==> config.mk <==
export PLATFORM = sky130hd
export DESIGN_NAME = ltgf_ctrl
export DESIGN_NICKNAME = d
export VERILOG_FILES = /design/src/sv/ltgf_pkg.sv /design/src/sv/ltgf_ctrl.sv
export SDC_FILE = /design/constraint.sdc
export NUM_CORES = 1
export LEC_CHECK = 0
export ABC_AREA = 1
export BUFFER_PORTS_ARGS = -buffer_cell sky130_fd_sc_hd__buf_2
export CORE_UTILIZATION = 42
export DETAILED_ROUTE_END_ITERATION = 12
export GPL_TIMING_DRIVEN = 0
export PLACE_DENSITY = 0.72
export SLEW_MARGIN = 20
export SYNTH_ARGS = -nofsm -noshare
export SYNTH_HDL_FRONTEND = slang
export SYNTH_SLANG_ARGS = --single-unit
==> constraint.sdc <==
create_clock -name clk -period 1.1 [get_ports clk]
set_input_delay 0.165 -clock clk [delete_from_list [all_inputs] [get_ports clk]]
set_output_delay 0.165 -clock clk [all_outputs]
set_load 0.05 [all_outputs]
==> src/sv/ltgf_pkg.sv <==
package ltgf_pkg;

  // Default sizes, handed to the top level parameters.
  localparam int MAX_WIDTH_DEF = 64;
  localparam int MAX_DEPTH_DEF = 64;
  localparam int MAX_LINKS_DEF = 8;

  // Request opcodes.
  localparam logic [1:0] OP_LOAD  = 2'd0;
  localparam logic [1:0] OP_LINK  = 2'd1;
  localparam logic [1:0] OP_BUILD = 2'd2;
  localparam logic [1:0] OP_READ  = 2'd3;

  // Result status codes.
  localparam logic [1:0] STS_OK       = 2'd0;
  localparam logic [1:0] STS_OFF_GRID = 2'd1;
  localparam logic [1:0] STS_DOOR_BAD = 2'd2;
  localparam logic [1:0] STS_FULL     = 2'd3;

  // Configuration register indexes.
  localparam logic [1:0] REG_GRID_WIDTH = 2'd0;
  localparam logic [1:0] REG_GRID_DEPTH = 2'd1;
  localparam logic [1:0] REG_STEP_TOL   = 2'd2;
  localparam logic [1:0] REG_USE_JUMPS  = 2'd3;

  // Route codes and costs.
  localparam logic [3:0]  CODE_JUMP = 4'd8;
  localparam logic [3:0]  CODE_DOOR = 4'd9;
  localparam logic [3:0]  CODE_NONE = 4'd10;
  localparam logic [15:0] COST_NONE = 16'hFFFF;
  localparam logic [16:0] JUMP_COST = 17'd3;
  localparam logic signed [15:0] UPPER_DOOR_LEVEL = 16'sd384;

  // Datapath commands issued by the controller.
  typedef enum logic [4:0] {
    C_NOP, C_LATCH, C_CLR, C_BCLR, C_LOAD, C_LINK, C_READ_RD, C_READ_OUT,
    C_LV_RD, C_LV_A, C_LV_B, C_LV_C, C_DOOR_RD, C_DOOR, C_FIN_OK,
    C_POP_RD, C_POP, C_NODE, C_CARD_RD, C_JRD, C_JLK, C_EVAL, C_ADV
  } cmd_t;

  // Datapath status seen by the controller.
  typedef struct packed {
    logic [1:0] opc;
    logic       sweep_last;
    logic       lv_more;
    logic       door_fail;
    logic       q_empty;
    logic       in_card;
    logic       card_ok;
    logic       jump_end;
    logic       jump_try;
    logic       jmatch;
  } stat_t;

endpackage

==> src/sv/ltgf_ctrl.sv <==
module ltgf_ctrl (
  input  logic              clk,
  input  logic              rst_n,
  input  logic              start,
  input  ltgf_pkg::stat_t   st,
  output ltgf_pkg::cmd_t    cmd,
  output logic              busy
);

  typedef enum logic [3:0] {
    S_CLR, S_IDLE, S_DISP, S_READ, S_BCLR, S_LV, S_LVA, S_LVB, S_LVC,
    S_DOOR, S_POP0, S_POP1, S_NODE, S_CRD, S_JLK, S_CEV
  } state_t;

  state_t state_r, state_nxt;
  logic   busy_r;

  // Next state and command for the datapath.
  always_comb begin
    state_nxt = state_r;
    cmd       = ltgf_pkg::C_NOP;
    case (state_r)
      S_CLR: begin
        cmd = ltgf_pkg::C_CLR;
        if (st.sweep_last) state_nxt = S_IDLE;
      end
      S_IDLE: begin
        if (start) begin
          cmd       = ltgf_pkg::C_LATCH;
          state_nxt = S_DISP;
        end
      end
      S_DISP: begin
        case (st.opc)
          ltgf_pkg::OP_LOAD: begin
            cmd       = ltgf_pkg::C_LOAD;
            state_nxt = S_IDLE;
          end
          ltgf_pkg::OP_LINK: begin
            cmd       = ltgf_pkg::C_LINK;
            state_nxt = S_IDLE;
          end
          ltgf_pkg::OP_READ: begin
            cmd       = ltgf_pkg::C_READ_RD;
            state_nxt = S_READ;
          end
          default: state_nxt = S_BCLR;
        endcase
      end
      S_READ: begin
        cmd       = ltgf_pkg::C_READ_OUT;
        state_nxt = S_IDLE;
      end
      S_BCLR: begin
        cmd = ltgf_pkg::C_BCLR;
        if (st.sweep_last) state_nxt = S_LV;
      end
      S_LV: begin
        if (st.lv_more) begin
          cmd       = ltgf_pkg::C_LV_RD;
          state_nxt = S_LVA;
        end else begin
          cmd       = ltgf_pkg::C_DOOR_RD;
          state_nxt = S_DOOR;
        end
      end
      S_LVA: begin
        cmd       = ltgf_pkg::C_LV_A;
        state_nxt = S_LVB;
      end
      S_LVB: begin
        cmd       = ltgf_pkg::C_LV_B;
        state_nxt = S_LVC;
      end
      S_LVC: begin
        cmd       = ltgf_pkg::C_LV_C;
        state_nxt = S_LV;
      end
      S_DOOR: begin
        cmd       = ltgf_pkg::C_DOOR;
        state_nxt = st.door_fail ? S_IDLE : S_POP0;
      end
      S_POP0: begin
        if (st.q_empty) begin
          cmd       = ltgf_pkg::C_FIN_OK;
          state_nxt = S_IDLE;
        end else begin
          cmd       = ltgf_pkg::C_POP_RD;
          state_nxt = S_POP1;
        end
      end
      S_POP1: begin
        cmd       = ltgf_pkg::C_POP;
        state_nxt = S_NODE;
      end
      S_NODE: begin
        cmd       = ltgf_pkg::C_NODE;
        state_nxt = S_CRD;
      end
      S_CRD: begin
        if (st.in_card) begin
          if (st.card_ok) begin
            cmd       = ltgf_pkg::C_CARD_RD;
            state_nxt = S_CEV;
          end else begin
            cmd = ltgf_pkg::C_ADV;
          end
        end else if (st.jump_end) begin
          state_nxt = S_POP0;
        end else if (st.jump_try) begin
          cmd       = ltgf_pkg::C_JRD;
          state_nxt = S_JLK;
        end else begin
          cmd = ltgf_pkg::C_ADV;
        end
      end
      S_JLK: begin
        cmd       = ltgf_pkg::C_JLK;
        state_nxt = st.jmatch ? S_CEV : S_CRD;
      end
      S_CEV: begin
        cmd       = ltgf_pkg::C_EVAL;
        state_nxt = S_CRD;
      end
      default: state_nxt = S_IDLE;
    endcase
  end

  // State and busy flag.
  always_ff @(posedge clk) begin
    if (!rst_n) begin
      state_r <= S_CLR;
      busy_r  <= 1'b1;
    end else begin
      state_r <= state_nxt;
      busy_r  <= (state_nxt != S_IDLE);
    end
  end

  assign busy = busy_r;

endmodule

## Word level (Yosys, flattened, before mapping)

Cells that the tools add are included.

- Output and inout port bits: 6
- Flip-flop bits (word level): 5

- Reductions and logical operators: 4
- Eq/ne operators: 18
- Multiplexer cells: 22

Operator list:

| operator | count |
|---|---|
| $pmux 5 s16 | 1 |
| $pmux 4 s15 | 1 |
| $mux 4 | 10 |
| $eq 4x4->1 const B | 8 |
| $eq 4x3->1 const B | 4 |
| $mux 5 | 2 |
| $mux 3 | 3 |
| $pmux 3 s3 | 1 |
| $eq 4x2->1 const B | 2 |
| $pmux 3 s2 | 1 |
| $eq 4x1->1 const B | 1 |
| $logic_not 4->1 | 1 |
| $ne 4x1->1 const B | 1 |
| $reduce_or 2->1 | 2 |
| $eq 2x1->1 const B | 1 |
| $eq 2x2->1 const B | 1 |
| $logic_not 2->1 | 1 |
| $mux 1 | 2 |
| $mux 2 | 1 |

## Logic depth before layout (Yosys ltp)

- Depth after elaboration: 5
- Depth in mapped cells: 10
- Mapped depth without buffers: 10

## Worst setup path before layout

Ideal clock, no wire load.

- Path kind: register -> output
- Start: register state_r[3]
- End: output port cmd[3]
- Buffers on the path: 0
- Data required time: 935 ps
- Arrival: 1608 ps
- Stages on the path, launching flop included: 3
- Slack: -673 ps
- Cell sequence: dfxtp_1 > nand2_1 > o21ai_0

- Cells in the longest elaborated chain, start to end: 2
- Elaborated cells between the ends (all ways): 17

Ends and longest elaborated chain:

| element | RTL line | source |
|---|---|---|
| start: declaration | ltgf_ctrl.sv:15 | `state_t state_r, state_nxt;` |
| start signal: assignment | ltgf_ctrl.sv:135 | `state_r <= state_nxt;` |
| $eq 4x4->1 (tied with other cells) | ltgf_ctrl.sv:22 | `case (state_r)` |
| $pmux 5 s16 (*) | ltgf_ctrl.sv:22 |  |
| end: declaration | ltgf_ctrl.sv:6 | `output ltgf_pkg::cmd_t cmd,` |

Every way passes the cells marked *; elsewhere a longest branch is shown, timed or not.

## Final worst setup path

- Start: register state_r[0]
- End: output port cmd[1]

Same word-level chain as after synthesis.

==> run_results.csv <==
group,metric,value,unit
setup_path,rr_worst_depth,9,
floorplan,die_area,1450,um2
clock_tree,cts_tree,"built",
synth,yosysWarnings,0,
floorplan,core,1160,um2
setup_path,reg2reg_to,"busy",
min_path,hold_class,"in -> reg",
cells_and_area,area_growth,68.8,%
clock_tree,clockBufferDepth,2,
outcome,outcome,"finished, violations left",
floorplan,ios,20,
global_routing,antenna_found_initial,0,
setup_path,cp.arrival,1.44,ns
outcome,violations,"setup timing",
floorplan,start_util,0.472,
setup_path,reg2reg_from,"state_r[2]",
power_and_ir_drop,sw_frac_of_total,0.395,
global_routing,use_met3,0.128,
setup_path,worst_setup_path_start_kind,"register",
timing,setup_violations,10,
timing,finalCritPeriodShare,1.46,
detailed_routing,drtPass1Iterations,4,
timing,finClkSkew,0.000356,ns
detailed_routing,drtIter0Drc,49,
placed_design,preCtsSetupSlack,-0.396,ns
clock_tree,htree_levels,1,
detailed_routing,ant_nets,0,
placed_design,dp_hpwl,1410,um
floorplan,fp.dieH,38.0,um
synth,yosys.area.top_type,"nand2_1",
clock_tree,clk_pin_slew_worst_paths,0.05,ns
min_path,min-delay-start,"rst_n",
job,maxCapViolations,0,
detailed_routing,viasPerCell,5.49,
global_routing,grt_pass1_vias,739,
placed_design,place.gp.congestion,0.906,
clock_tree,hold_buffers,0,
cells_and_area,drive_gt1_frac,0.447,
setup_path,critical_path_required,0.94,ns
clock_tree,numCtsBuffers,3,
power_and_ir_drop,leakagePower,0.000525,uW
synth,ys_top_cells_by_area,"nand2_1 (28%), dfxtp_1 (18%), nor2_1 (16%)",
power_and_ir_drop,power_density,780,nW/um2
setup_path,end_kind,"output port",
global_routing,grt_util_met1,0.415,
timing,drv_slew,0,
floorplan,placementRows,12,
timing,setup_tns,-3.18,ns
min_path,min_path_cells,3,
setup_path,crit_type,"reg -> out",
clock_tree,clock-sinks,5,
power_and_ir_drop,pwr-share-clk,0.316,
synth,avgSynthCellArea,4.91,um2
global_routing,grt_max_degree,7,
synth,synth_fp_nets,125,
timing,rsz0062_at_grt,"true",
detailed_routing,routed_wl,2030,um
detailed_routing,wl_per_cell,13.1,um
power_and_ir_drop,p_seq_frac,0.292,
power_and_ir_drop,vdd_drop_max,0.000553,V
timing,clock.fmax,622,MHz
clock_tree,clk_latency,0.25,ns
cells_and_area,n_antenna_cell,0,
timing,finalHoldViolCount,0,
clock_tree,root_buffer,"clkbuf_4",
synth,ys_ff_latch,5,
cells_and_area,layout.nets,156,
min_path,hold_end,"state_r[2]",
synth,post_synth_num_cell_types,12,
timing,timing.slew.headroom,0.830,
global_routing,met2_usage,0.513,
global_routing,grt-busiest-layer,"met2",
cells_and_area,fillerInstances,77,
setup_path,rrSetupSlack,-0.31,ns
power_and_ir_drop,internal-power,435,uW
power_and_ir_drop,p_switching,284,uW
global_routing,grt.total_usage,0.324,
synth,yosysTopAreaCellShare,0.275,
timing,period_minus_slack,1.61,ns
detailed_routing,route.detailed.drc,0,
floorplan,die_w,38.0,um
global_routing,grt_pass1_wl,3240,um
timing,tightest_slew,0.254,ns
detailed_routing,vias,851,
power_and_ir_drop,power.share.combinational,0.392,
synth,synthCells,111,
global_routing,grt_overflow,0,
placed_design,io_buffers,19,
synth,ys_seq_area_frac,0.183,
synth,syn_area,546,um2
setup_path,cp_max_fo,5,
timing,setup_slack,-0.507,ns
state kept, by name (all words and copies together) (netlist names):
register  flops
state_r       4
busy          1
metrics by stage:
stage	instances	power [uW]	instance area (um2)	hold WS [ns]	utilization
floorplan	111	371	627	0.263	-
detailed placement	144	434	739	0.397	0.640
finish	155	718	921	0.157	0.797
global route	155	754	921	0.171	0.797
CTS	154	694	880	0.148	0.761
global placement	144	430	739	0.390	0.640
cells in the final DEF, fill, tap and decap left out:
master / instances
dfxtp_1: 1
buf_6: 5
nand2_1: 31
nor2_1: 16
nand2_2: 5
buf_4: 7
o21ai_2: 2
clkbuf_1: 1
dfxtp_2: 1
nand3_2: 2
nor2_4: 4
inv_1: 10
o22ai_2: 1
o2111ai_4: 1
clkbuf_4: 3
dfxtp_4: 3
nor2_2: 3
a21oi_1: 3
nand2_4: 4
nand4_1: 2
inv_2: 3
nor3b_2: 1
buf_2: 14
nor3_1: 1
nand3_1: 11
inv_4: 3
o2111ai_2: 1
o21ai_1: 2
power groups by stage:
stage                     registers, uW  logic [uW]  clock network, uW
final                               210         281                227
after global routing                211         303                239
after CTS                           208         264                223
after detailed placement            214         220                  0
after global placement              212         218                  0
after floorplan                     226         145                  0
layout make-up:
cell class	instances	area, um2	area share
clock buffers	4	26.3	0.0285
inverters	16	67.6	0.0734
multi-input cells	90	518	0.563
flip-flops and latches	5	113	0.122
well taps	14	17.5	0.0190
repair buffers	26	179	0.194
worst max-delay path: stages (launching register included):
cell       delay (ns)
dfxtp_4          0.41
inv_4            0.06
nor2_1           0.21
nand3_1          0.18
o2111ai_2        0.13
buf_6            0.19
kinds of logic (layout without fill, tap and decap cells):
kind of cell,count (synthesis),count (layout),synth area share
buf+inv,16,46,0.110
compound gates,10,10,0.108
flops,5,5,0.183
simple gates,80,80,0.599
synth_stat cells:
cell and number:
nand2_1 40, nor2_1 23, inv_1 16, nand3_1 13, dfxtp_1 5, o21ai_0 4, a21oi_1 3, nand4_1 2
o2111ai_1 2, nor3_1 1, nor3b_1 1, o22ai_1 1
metal layers:
layer,vias to the layer above,share of wire
met5,-,0
met4,0,0.010
met3,5,0.098
met2,54,0.49
met1,374,0.40
li1,418,-
worst max path at each step:
stage | from | slack [ns] | end
6_report | state_r[0] | -0.51 | cmd[1]
5_1_grt | state_r[2] | -0.56 | cmd[0]
4_1_cts | state_r[1] | -0.52 | cmd[0]
3_5_place_dp | state_r[3] | -0.40 | cmd[0]
3_3_place_gp | state_r[3] | -0.39 | cmd[0]
2_1_floorplan | state_r[1] | -0.27 | cmd[2]
repair_timing:
item	in CTS	in global routing
setup endpoints to repair	10	10
pin swaps	9	4
buffers inserted	6	1
gates resized for setup	25	10
No activity file was read; power rests on OpenSTA's default activity.
